==> config.mk <==
export PLATFORM = sky130hd
export DESIGN_NAME = load_cell_weigh_and_tare_core
export DESIGN_NICKNAME = d
export VERILOG_FILES = /design/src/sv/lcwt_pkg.sv /design/src/sv/lcwt_window.sv /design/src/sv/lcwt_divider.sv /design/src/sv/load_cell_weigh_and_tare_core.sv
export VERILOG_INCLUDE_DIRS = /design/src /design/src/sv
export SDC_FILE = /design/constraint.sdc
export NUM_CORES = 1
export LEC_CHECK = 0
export ABC_CLOCK_PERIOD_IN_PS = 9900
export BUFFER_PORTS_ARGS = -buffer_cell sky130_fd_sc_hd__buf_2
export CORE_MARGIN = 1.5
export CORE_UTILIZATION = 45
export CTS_CLUSTER_SIZE = 20
export DETAILED_ROUTE_END_ITERATION = 10
export GPL_TIMING_DRIVEN = 1
export SLEW_MARGIN = 20
export SYNTH_ARGS = -nofsm -noshare
export SYNTH_HDL_FRONTEND = slang
export SYNTH_SLANG_ARGS = --single-unit
==> constraint.sdc <==
create_clock -name clk -period 9.9 [get_ports clk]
set_input_delay 0.495 -clock clk [delete_from_list [all_inputs] [get_ports clk]]
set_output_delay 0.495 -clock clk [all_outputs]
set_load 0.005 [all_outputs]
==> src/sv/load_cell_weigh_and_tare_core_defines.svh <==
// Assertion macros shared by the weigh and tare RTL.
`ifndef LOAD_CELL_WEIGH_AND_TARE_CORE_DEFINES_SVH
`define LOAD_CELL_WEIGH_AND_TARE_CORE_DEFINES_SVH

// Same-cycle implication, sampled on clk, off while rst_n is low.
`define LCWT_ASSERT_IMP(label, ante, cons, msg) \
  label: assert property (@(posedge clk) disable iff (!rst_n) (ante) |-> (cons)) \
    else $error(msg);

// Next-cycle implication, sampled on clk, off while rst_n is low.
`define LCWT_ASSERT_NXT(label, ante, cons, msg) \
  label: assert property (@(posedge clk) disable iff (!rst_n) (ante) |=> (cons)) \
    else $error(msg);

`endif

==> src/sv/lcwt_pkg.sv <==
// Shared types, codes and constants of the weigh and tare core.
`default_nettype none
package lcwt_pkg;

  // Default sizes
  localparam int DEF_WINDOW_DEPTH = 12;
  localparam int DEF_SAMPLE_BITS  = 24;

  // Fixed field widths
  localparam int ACC_BITS    = 28;
  localparam int WEIGHT_W    = 16;
  localparam int DIVISOR_W   = 16;
  localparam int CFG_DATA_W  = 16;
  localparam int DEPTH_CFG_W = 4;
  localparam int REFRESH_W   = 8;

  // Register reset values
  localparam logic [DEPTH_CFG_W-1:0] DEF_AVG_DEPTH = 4'd3;
  localparam logic [WEIGHT_W-1:0]    DEF_WARN      = 16'd5000;
  localparam logic [DIVISOR_W-1:0]   DEF_SCALE     = 16'd395;
  localparam logic [REFRESH_W-1:0]   DEF_REFRESH   = 8'd2;

  // Sample tags
  localparam logic CMD_MEASURE = 1'b0;
  localparam logic CMD_TARE    = 1'b1;

  typedef enum logic [1:0] {
    CFG_AVG_DEPTH  = 2'd0,
    CFG_WARN_LIMIT = 2'd1,
    CFG_SCALE_DIV  = 2'd2,
    CFG_REFRESH    = 2'd3
  } cfg_idx_t;

  typedef enum logic [1:0] {
    KIND_POS      = 2'd0,
    KIND_OVER     = 2'd1,
    KIND_NEG      = 2'd2,
    KIND_NEG_ZERO = 2'd3
  } kind_t;

  typedef enum logic [3:0] {
    ST_IDLE,
    ST_TARE_WR,
    ST_TARE_GO,
    ST_TARE_WAIT,
    ST_MEAS_WR,
    ST_SUM,
    ST_AVG_GO,
    ST_AVG_WAIT,
    ST_NET_GO,
    ST_NET_WAIT,
    ST_RESULT
  } state_t;

  // Window port strobes
  typedef struct packed {
    logic wr_en;
    logic rd_en;
  } win_ctl_t;

  // Divider status
  typedef struct packed {
    logic busy;
    logic done;
  } div_stat_t;

endpackage
`default_nettype wire

==> src/sv/lcwt_window.sv <==
// Sample window memory with per-entry valid bits that read as zero.
`default_nettype none
module lcwt_window #(
  parameter int WINDOW_DEPTH = lcwt_pkg::DEF_WINDOW_DEPTH,
  parameter int SAMPLE_BITS  = lcwt_pkg::DEF_SAMPLE_BITS,
  parameter int IDX_W        = (WINDOW_DEPTH > 1) ? $clog2(WINDOW_DEPTH) : 1
) (
  input  wire logic                   clk,
  input  wire logic                   rst_n,
  input  wire lcwt_pkg::win_ctl_t     ctl,
  input  wire logic [IDX_W-1:0]       wr_addr,
  input  wire logic [SAMPLE_BITS-1:0] wr_data,
  input  wire logic [IDX_W-1:0]       rd_addr,
  output logic [SAMPLE_BITS-1:0]      rd_data
);
  import lcwt_pkg::*;
  `include "load_cell_weigh_and_tare_core_defines.svh"

  logic [SAMPLE_BITS-1:0]  mem [WINDOW_DEPTH];
  logic [WINDOW_DEPTH-1:0] valid_r;
  logic [SAMPLE_BITS-1:0]  rd_raw_r;
  logic                    rd_hit_r;

  // Write port
  always_ff @(posedge clk) begin
    if (ctl.wr_en) begin
      mem[wr_addr] <= wr_data;
    end
  end

  // Mark written entries; reset empties the window
  always_ff @(posedge clk) begin
    if (!rst_n) begin
      valid_r <= '0;
    end else if (ctl.wr_en) begin
      valid_r[wr_addr] <= 1'b1;
    end
  end

  // Registered read port
  always_ff @(posedge clk) begin
    if (ctl.rd_en) begin
      rd_raw_r <= mem[rd_addr];
      rd_hit_r <= valid_r[rd_addr];
    end
  end

  assign rd_data = rd_hit_r ? rd_raw_r : '0;

  `LCWT_ASSERT_IMP(a_wr_in_range, ctl.wr_en, int'(wr_addr) < WINDOW_DEPTH, "window write out of range")

endmodule
`default_nettype wire

==> src/sv/lcwt_divider.sv <==
// Restoring divider, one quotient bit per cycle.
`default_nettype none
module lcwt_divider #(
  parameter int DIVN_W = 28,
  parameter int DIVS_W = lcwt_pkg::DIVISOR_W
) (
  input  wire logic              clk,
  input  wire logic              rst_n,
  input  wire logic              start,
  input  wire logic [DIVN_W-1:0] dividend,
  input  wire logic [DIVS_W-1:0] divisor,
  output logic [DIVN_W-1:0]      quotient,
  output lcwt_pkg::div_stat_t    stat
);
  import lcwt_pkg::*;
  `include "load_cell_weigh_and_tare_core_defines.svh"

  localparam int CNT_W = $clog2(DIVN_W + 1);

  logic [DIVN_W-1:0] quo_r, quo_nxt;
  logic [DIVS_W-1:0] rem_r, rem_nxt;
  logic [DIVS_W-1:0] dvs_r;
  logic [CNT_W-1:0]  cnt_r;
  logic              busy_r, done_r;
  logic [DIVS_W:0]   rem_sh;
  logic [DIVS_W:0]   rem_sub;
  logic              ge;

  // One shift-compare-subtract step
  always_comb begin
    rem_sh  = {rem_r, quo_r[DIVN_W-1]};
    ge      = rem_sh >= {1'b0, dvs_r};
    rem_sub = rem_sh - {1'b0, dvs_r};
    rem_nxt = ge ? rem_sub[DIVS_W-1:0] : rem_sh[DIVS_W-1:0];
    quo_nxt = {quo_r[DIVN_W-2:0], ge};
  end

  // Operands and partial results
  always_ff @(posedge clk) begin
    if (start) begin
      quo_r <= dividend;
      rem_r <= '0;
      dvs_r <= divisor;
    end else if (busy_r) begin
      quo_r <= quo_nxt;
      rem_r <= rem_nxt;
    end
  end

  // Step counter
  always_ff @(posedge clk) begin
    if (!rst_n) begin
      busy_r <= 1'b0;
      done_r <= 1'b0;
      cnt_r  <= '0;
    end else begin
      done_r <= 1'b0;
      if (start) begin
        busy_r <= 1'b1;
        cnt_r  <= CNT_W'(DIVN_W);
      end else if (busy_r) begin
        cnt_r <= cnt_r - 1'b1;
        if (cnt_r == CNT_W'(1)) begin
          busy_r <= 1'b0;
          done_r <= 1'b1;
        end
      end
    end
  end

  assign quotient  = quo_r;
  assign stat.busy = busy_r;
  assign stat.done = done_r;

  `LCWT_ASSERT_IMP(a_no_restart, start, !busy_r, "divider started while busy")
  `LCWT_ASSERT_NXT(a_done_pulse, done_r, !done_r && !busy_r, "divider done not a single pulse")

endmodule
`default_nettype wire

==> src/sv/load_cell_weigh_and_tare_core.sv <==
// Top level: registers, sequencer and result register of the weigh and tare core.
//
//  channel | direction | handshake           | word
//  in_     | input     | in_valid/in_ready   | command, sample
//  out_    | output    | out_valid/out_ready | result_kind, weight_magnitude, alarm, average_value
//  cfg_    | input     | cfg_we              | cfg_index, cfg_data
//
// One word at a time; in_ready is high only while the sequencer is idle and out of reset.
// A measurement either gives no result or runs the window sum and two divisions.
// The shared divider has a dividend width of 28 bits by default.
// A tare word is written to the window; the last of a tare set also runs the divider once.
// The tare, average and net divisions share the one divider; the window sum uses one adder.
// A finished result waits in the output register; the next word is taken meanwhile.
// Reset is synchronous; the window valid bits clear at once, no clearing pass.
`default_nettype none
module load_cell_weigh_and_tare_core #(
  parameter int WINDOW_DEPTH = lcwt_pkg::DEF_WINDOW_DEPTH,
  parameter int SAMPLE_BITS  = lcwt_pkg::DEF_SAMPLE_BITS
) (
  input  wire logic                          clk,
  input  wire logic                          rst_n,
  input  wire logic                          in_valid,
  output logic                               in_ready,
  input  wire logic                          in_command,
  input  wire logic [SAMPLE_BITS-1:0]        in_sample,
  output logic                               out_valid,
  input  wire logic                          out_ready,
  output lcwt_pkg::kind_t                    out_result_kind,
  output logic [lcwt_pkg::WEIGHT_W-1:0]      out_weight_magnitude,
  output logic                               out_alarm,
  output logic [SAMPLE_BITS-1:0]             out_average_value,
  input  wire logic                          cfg_we,
  input  wire lcwt_pkg::cfg_idx_t            cfg_index,
  input  wire logic [lcwt_pkg::CFG_DATA_W-1:0] cfg_data
);
  import lcwt_pkg::*;
  `include "load_cell_weigh_and_tare_core_defines.svh"

  localparam int CNT_W  = $clog2(WINDOW_DEPTH + 1);
  localparam int IDX_W  = (WINDOW_DEPTH > 1) ? $clog2(WINDOW_DEPTH) : 1;
  localparam int SUM_W  = SAMPLE_BITS + CNT_W;
  localparam int DIVN_W = (SUM_W > ACC_BITS) ? SUM_W : ACC_BITS;

  // Configuration registers
  logic [DEPTH_CFG_W-1:0] depth_cfg_r;
  logic [WEIGHT_W-1:0]    warn_r;
  logic [DIVISOR_W-1:0]   scale_r;
  logic [REFRESH_W-1:0]   refresh_r;

  // Sequencer and state
  state_t                 state_r, state_nxt;
  logic [SAMPLE_BITS-1:0] smp_r;
  logic [IDX_W-1:0]       ring_pos_r, tare_pos_r;
  logic [ACC_BITS-1:0]    acc_r;
  logic [SAMPLE_BITS-1:0] tare_r;
  logic [REFRESH_W-1:0]   refresh_cnt_r;
  logic                   alarm_r;
  logic [CNT_W-1:0]       sum_cnt_r;
  logic [SUM_W-1:0]       sum_r;
  logic [SAMPLE_BITS-1:0] avg_r;
  logic                   neg_r;
  logic [WEIGHT_W-1:0]    mag_r;

  // Output register
  logic                   out_valid_r;
  kind_t                  kind_r;
  logic [WEIGHT_W-1:0]    weight_r;
  logic                   alarm_out_r;
  logic [SAMPLE_BITS-1:0] avg_out_r;

  // Derived values
  logic [CNT_W-1:0]       depth;
  logic [CNT_W-1:0]       ring_inc, tare_inc;
  logic [REFRESH_W-1:0]   refresh_inc;
  logic                   tare_last, no_result, sum_last, res_fire, over;
  logic [SAMPLE_BITS-1:0] net;
  logic                   net_neg;
  kind_t                  kind_nxt;

  // Shared unit hookup
  win_ctl_t               win_ctl;
  logic [IDX_W-1:0]       win_wr_addr, win_rd_addr;
  logic [SAMPLE_BITS-1:0] win_rd_data;
  logic                   div_start;
  logic [DIVN_W-1:0]      div_dividend, div_quotient;
  logic [DIVISOR_W-1:0]   div_divisor;
  div_stat_t              div_stat;

  lcwt_window #(
    .WINDOW_DEPTH (WINDOW_DEPTH),
    .SAMPLE_BITS  (SAMPLE_BITS),
    .IDX_W        (IDX_W)
  ) u_window (
    .clk     (clk),
    .rst_n   (rst_n),
    .ctl     (win_ctl),
    .wr_addr (win_wr_addr),
    .wr_data (smp_r),
    .rd_addr (win_rd_addr),
    .rd_data (win_rd_data)
  );

  lcwt_divider #(
    .DIVN_W (DIVN_W),
    .DIVS_W (DIVISOR_W)
  ) u_divider (
    .clk      (clk),
    .rst_n    (rst_n),
    .start    (div_start),
    .dividend (div_dividend),
    .divisor  (div_divisor),
    .quotient (div_quotient),
    .stat     (div_stat)
  );

  // Effective depth: zero acts as one, clamp to the window size
  always_comb begin
    if (depth_cfg_r == '0) begin
      depth = CNT_W'(1);
    end else if (int'(depth_cfg_r) > WINDOW_DEPTH) begin
      depth = CNT_W'(WINDOW_DEPTH);
    end else begin
      depth = CNT_W'(depth_cfg_r);
    end
  end

  // Position and counter arithmetic
  always_comb begin
    ring_inc    = CNT_W'(ring_pos_r) + 1'b1;
    tare_inc    = CNT_W'(tare_pos_r) + 1'b1;
    refresh_inc = refresh_cnt_r + 1'b1;
    tare_last   = tare_inc >= depth;
    no_result   = refresh_inc < refresh_r;
    sum_last    = sum_cnt_r == depth;
    res_fire    = !out_valid_r || out_ready;
    net_neg     = avg_r < tare_r;
    net         = net_neg ? (tare_r - avg_r) : (avg_r - tare_r);
    over        = mag_r > warn_r;
    if (neg_r) begin
      kind_nxt = (mag_r != '0) ? KIND_NEG : KIND_NEG_ZERO;
    end else begin
      kind_nxt = over ? KIND_OVER : KIND_POS;
    end
  end

  // Next state
  always_comb begin
    state_nxt = state_r;
    unique case (state_r)
      ST_IDLE:      if (in_valid) state_nxt = (in_command == CMD_TARE) ? ST_TARE_WR : ST_MEAS_WR;
      ST_TARE_WR:   state_nxt = tare_last ? ST_TARE_GO : ST_IDLE;
      ST_TARE_GO:   state_nxt = ST_TARE_WAIT;
      ST_TARE_WAIT: if (div_stat.done) state_nxt = ST_IDLE;
      ST_MEAS_WR:   state_nxt = no_result ? ST_IDLE : ST_SUM;
      ST_SUM:       if (sum_last) state_nxt = ST_AVG_GO;
      ST_AVG_GO:    state_nxt = ST_AVG_WAIT;
      ST_AVG_WAIT:  if (div_stat.done) state_nxt = ST_NET_GO;
      ST_NET_GO:    state_nxt = ST_NET_WAIT;
      ST_NET_WAIT:  if (div_stat.done) state_nxt = ST_RESULT;
      ST_RESULT:    if (res_fire) state_nxt = ST_IDLE;
      default:      state_nxt = ST_IDLE;
    endcase
  end

  // Sequencer outputs
  always_comb begin
    in_ready      = 1'b0;
    win_ctl.wr_en = 1'b0;
    win_ctl.rd_en = 1'b0;
    div_start     = 1'b0;
    win_wr_addr   = ring_pos_r;
    win_rd_addr   = IDX_W'(sum_cnt_r);
    div_dividend  = DIVN_W'(sum_r);
    div_divisor   = DIVISOR_W'(depth);
    unique case (state_r)
      ST_IDLE:    in_ready = rst_n;
      ST_TARE_WR: begin
        win_ctl.wr_en = 1'b1;
        win_wr_addr   = tare_pos_r;
      end
      ST_TARE_GO: begin
        div_start    = 1'b1;
        div_dividend = DIVN_W'(acc_r);
      end
      ST_MEAS_WR: win_ctl.wr_en = 1'b1;
      ST_SUM:     win_ctl.rd_en = sum_cnt_r < depth;
      ST_AVG_GO:  div_start = 1'b1;
      ST_NET_GO: begin
        div_start    = 1'b1;
        div_dividend = DIVN_W'(net);
        div_divisor  = (scale_r == '0) ? DIVISOR_W'(1) : scale_r;
      end
      ST_TARE_WAIT, ST_AVG_WAIT, ST_NET_WAIT, ST_RESULT: ;
      default: ;
    endcase
  end

  // Configuration writes
  always_ff @(posedge clk) begin
    if (!rst_n) begin
      depth_cfg_r <= DEF_AVG_DEPTH;
      warn_r      <= DEF_WARN;
      scale_r     <= DEF_SCALE;
      refresh_r   <= DEF_REFRESH;
    end else if (cfg_we) begin
      unique case (cfg_index)
        CFG_AVG_DEPTH:  depth_cfg_r <= cfg_data[DEPTH_CFG_W-1:0];
        CFG_WARN_LIMIT: warn_r      <= cfg_data[WEIGHT_W-1:0];
        CFG_SCALE_DIV:  scale_r     <= cfg_data[DIVISOR_W-1:0];
        CFG_REFRESH:    refresh_r   <= cfg_data[REFRESH_W-1:0];
        default: ;
      endcase
    end
  end

  // Control state: positions, counts, tare, alarm, result valid
  always_ff @(posedge clk) begin
    if (!rst_n) begin
      state_r       <= ST_IDLE;
      ring_pos_r    <= '0;
      tare_pos_r    <= '0;
      acc_r         <= '0;
      tare_r        <= '0;
      refresh_cnt_r <= '0;
      alarm_r       <= 1'b0;
      sum_cnt_r     <= '0;
      out_valid_r   <= 1'b0;
    end else begin
      state_r <= state_nxt;
      unique case (state_r)
        ST_TARE_WR: begin
          acc_r      <= acc_r + ACC_BITS'(smp_r);
          tare_pos_r <= tare_last ? '0 : IDX_W'(tare_inc);
        end
        ST_TARE_GO: acc_r <= '0;
        ST_TARE_WAIT: begin
          if (div_stat.done) begin
            tare_r <= (|div_quotient[DIVN_W-1:SAMPLE_BITS]) ? '1
                                                             : div_quotient[SAMPLE_BITS-1:0];
          end
        end
        ST_MEAS_WR: begin
          ring_pos_r    <= (ring_inc >= depth) ? '0 : IDX_W'(ring_inc);
          refresh_cnt_r <= no_result ? refresh_inc : '0;
          sum_cnt_r     <= '0;
        end
        ST_SUM:     if (!sum_last) sum_cnt_r <= sum_cnt_r + 1'b1;
        ST_RESULT:  if (res_fire && !neg_r) alarm_r <= over;
        ST_IDLE, ST_AVG_GO, ST_AVG_WAIT, ST_NET_GO, ST_NET_WAIT: ;
        default: ;
      endcase
      // Hold the result until taken
      if (state_r == ST_RESULT && res_fire) begin
        out_valid_r <= 1'b1;
      end else if (out_ready) begin
        out_valid_r <= 1'b0;
      end
    end
  end

  // Datapath registers
  always_ff @(posedge clk) begin
    if (state_r == ST_IDLE && in_valid) begin
      smp_r <= in_sample;
    end
    if (state_r == ST_MEAS_WR) begin
      sum_r <= '0;
    end else if (state_r == ST_SUM && sum_cnt_r != '0) begin
      sum_r <= sum_r + SUM_W'(win_rd_data);
    end
    if (state_r == ST_AVG_WAIT && div_stat.done) begin
      avg_r <= div_quotient[SAMPLE_BITS-1:0];
    end
    if (state_r == ST_NET_GO) begin
      neg_r <= net_neg;
    end
    if (state_r == ST_NET_WAIT && div_stat.done) begin
      mag_r <= (|div_quotient[DIVN_W-1:WEIGHT_W]) ? '1 : div_quotient[WEIGHT_W-1:0];
    end
    if (state_r == ST_RESULT && res_fire) begin
      kind_r      <= kind_nxt;
      weight_r    <= mag_r;
      alarm_out_r <= neg_r ? alarm_r : over;
      avg_out_r   <= avg_r;
    end
  end

  assign out_valid            = out_valid_r;
  assign out_result_kind      = kind_r;
  assign out_weight_magnitude = weight_r;
  assign out_alarm            = alarm_out_r;
  assign out_average_value    = avg_out_r;

  `LCWT_ASSERT_NXT(a_busy_after_accept, in_valid && in_ready, !in_ready, "ready held after accept")
  `LCWT_ASSERT_IMP(a_result_source, $rose(out_valid_r), $past(state_r == ST_RESULT), "result without sequence")
  `LCWT_ASSERT_IMP(a_over_alarm, out_valid_r && (kind_r == KIND_OVER), alarm_out_r, "overweight without alarm")

endmodule
`default_nettype wire
==> flow_metrics.tcl <==
set metrics [dict create \
    status "completed" \
    dieArea_sq_um 72200 \
    insertion_delay_ns 0.64 \
    powerDensity_nw_per_um2 192 \
    grt_pass1_wl_mm 125 \
    synthTopCellsByArea "edfxtp_1, dfxtp_1, ha_1, mux4_2, nand2_1" \
    required_ns 10.15 \
    syn_area_per_cell_sq_um 11.6 \
    grtUsageTotal_pct 22.6 \
    seq_area_frac_synth_pct 55.6 \
    maxSlewViolCount 0 \
    fin_ws_ns 6.33 \
    grt-ovfl-total 0 \
    grt_max_degree 61 \
    cts_buffers 74 \
    yosys.area.top_type_share_pct 43.9 \
    async_flop_share_pct 0 \
    synth_area_sq_um 31800 \
    syn_nets 2944 \
    critPathCaptureType "flip-flop" \
    synth-main-ff-cell "edfxtp_1" \
    antenna_found_initial 0 \
    initial_utilization_pct 45.4 \
    start_kind "flip-flop" \
    synthToLayoutAreaGrowth_pct 12.8 \
    num_rows 97 \
    num_vias 21900 \
    finClkSkew_ns 0.0454 \
    cts_num_sinks 650 \
    htree_levels 3 \
    ir_drop_mv 0.184 \
    drtPass1Iterations 6 \
    gp_congestion 0.895 \
    reg2reg_slack_ns 6.33 \
    final-hold-violation-count 0 \
    final_net_count 3023 \
    detail-route-antenna-nets 0 \
    post_cts_resized 0 \
    ys_top_cells_by_count "edfxtp_1, nand2_1, dfxtp_1" \
    drc_errors 0 \
    path_class "reg -> reg" \
    dp_hpwl_mm 55.4 \
    clk_pin_slew_worst_paths_ns 0.06 \
    fin_crit_sh_pct 36.1 \
    port_buffers 92 \
    setup_viol 0 \
    synth_top_area_cell "edfxtp_1" \
    coreArea_sq_um 70000 \
    ys_ff_latch 650 \
    n_antenna_cell 0 \
    arrival_ns 3.82 \
    p_leak_nw 13.1 \
    clockBufferDepth 3 \
    drive_gt1_share_pct 13.4 \
    drt-initial-drc-count 1654 \
    rsz0062_at_grt "false" \
    grt_pass1_vias 21600 \
    maxCapViolations 0 \
    routed_wl_mm 80.9 \
    relSlewSlack_pct 26.4 \
    boundaryPins 93 \
    ys_types 94 \
    cp_max_fo 28 \
    dp_slack_ns 6.38 \
    routedWlPerCell_um 21.2 \
    tns_ns 0 \
    synth_cells 2738 \
    routed_via_density 5.74 \
    synth-edff-count 465 \
    synth.most_common_cell "edfxtp_1" \
    yosys_warnings 0 \
    root_buffer "clkbuf_16" \
    fp.dieH_um 269 \
    max_freq_ghz 0.280 \
    die_width_um 269 \
    finalCriticalPeriod_ns 3.57 \
    hold_class "in -> reg" \
    cts_tree "done" \
    worst_pin_slew_ns 1.10 \
]
[layout make-up]
type	instances	area, sq um
clock buffer	95	2090
clock inverter	42	483
fill	6153	34200
inverter	139	522
multi-input combinational	1817	13100
sequential	650	17700
tap	940	1180
timing repair buffer	135	821
[power breakdown]
group / switching, mW / internal, mW / leakage [nW] / total (mW)
Combinational: 0.513 / 0.374 / 6.26 / 0.887
Sequential: 0.128 / 3.06 / 5.62 / 3.19
Clock: 1.17 / 1.63 / 1.25 / 2.80
Total: 1.81 / 5.06 / 13.1 / 6.87
[critical path, cell delays in order (launching register included)]
cell	delay [ns]
dfxtp_1	0.61
nand2b_1	0.33
or3_1	0.49
nand2_1	0.59
nor2_1	0.25
buf_4	0.28
inv_1	0.08
or2_2	0.56
[path summary, 6_finish.rpt]
check | startpoint | cells past startpoint | endpoint
worst max-delay path | state_r[2]$_SDFFE_PN0P_ | 7 | u_divider.quotient[19]$_DFFE_PP_
worst min-delay path | in_sample[4] | 1 | smp_r[4]$_DFFE_PP_
worst max register to register | state_r[2]$_SDFFE_PN0P_ | 7 | u_divider.quotient[19]$_DFFE_PP_
worst min register to register | avg_r[21]$_DFFE_PP_ | 0 | out_average_value[21]$_DFFE_PP_
[timing repair]
item,4_1_cts,5_1_grt
hold endpoints to repair,9,0
buffers inserted,0,0
hold buffers,9,0
[placed cells by master (no fill, tap or decap), types with 16 or more instances in the layout]
cell       count
edfxtp_1     465
nand2_1      310
dfxtp_1      180
a21oi_1      177
nor2_1       164
ha_1         153
o21ai_0      141
inv_1        136
buf_2         91
clkbuf_16     78
mux4_2        75
mux2i_1       57
nand3_1       51
xnor2_1       44
a21o_1        42
and2_1        39
o21a_1        36
and3_1        35
nor3_1        34
buf_4         34
nor2b_1       32
nand2b_1      31
xor2_1        27
a211oi_1      27
nand4_1       25
o211a_1       25
o211ai_1      22
clkinv_2      19
a31oi_1       18
or3_1         16
[metal layers]
metal | GRT usage, % | vias up | part of all wire, % | routed length [um]
li1 | - | 10300 | - | -
met1 | 30.4 | 10900 | 45 | 36600
met2 | 37.7 | 571 | 48 | 38600
met3 | 2.85 | 131 | 4.2 | 3380
met4 | 7.52 | 0 | 2.9 | 2350
met5 | 0 | - | 0 | 0
[metrics by stage]
step / total power [mW] / std cells / hold WS [ns] / utilization, % / area [sq um]
5_1_grt: 7.14 / 3818 / 0.00194 / 51.2 / 35900
3_5_place_dp: 4.12 / 3672 / 0.453 / 47.4 / 33200
2_1_floorplan: 3.87 / 2738 / 0.431 / - / 31800
4_1_cts: 6.92 / 3818 / 0.000677 / 51.2 / 35800
3_3_place_gp: 4.10 / 3671 / 0.442 / 47.4 / 33200
6_report: 6.87 / 3818 / 0.0326 / 51.2 / 35900
[sequential cells by signal, summed over array words and instances, names as in the netlist, 28 cells and up]
name,count
u_window.mem,288
acc_r,28
sum_r,28
u_divider.quotient,28
[kinds of logic after synthesis]
group / synth area share, %
adders and majority gates: 6.34
and+or+nand+nor: 12.2
muxes: 7.29
AOI/OAI and AO/OA: 13.2
DFF: 55.6
xor gates and xnor gates: 1.96
buffers and inverters: 3.47
No activity file was read; power rests on OpenSTA's default activity.
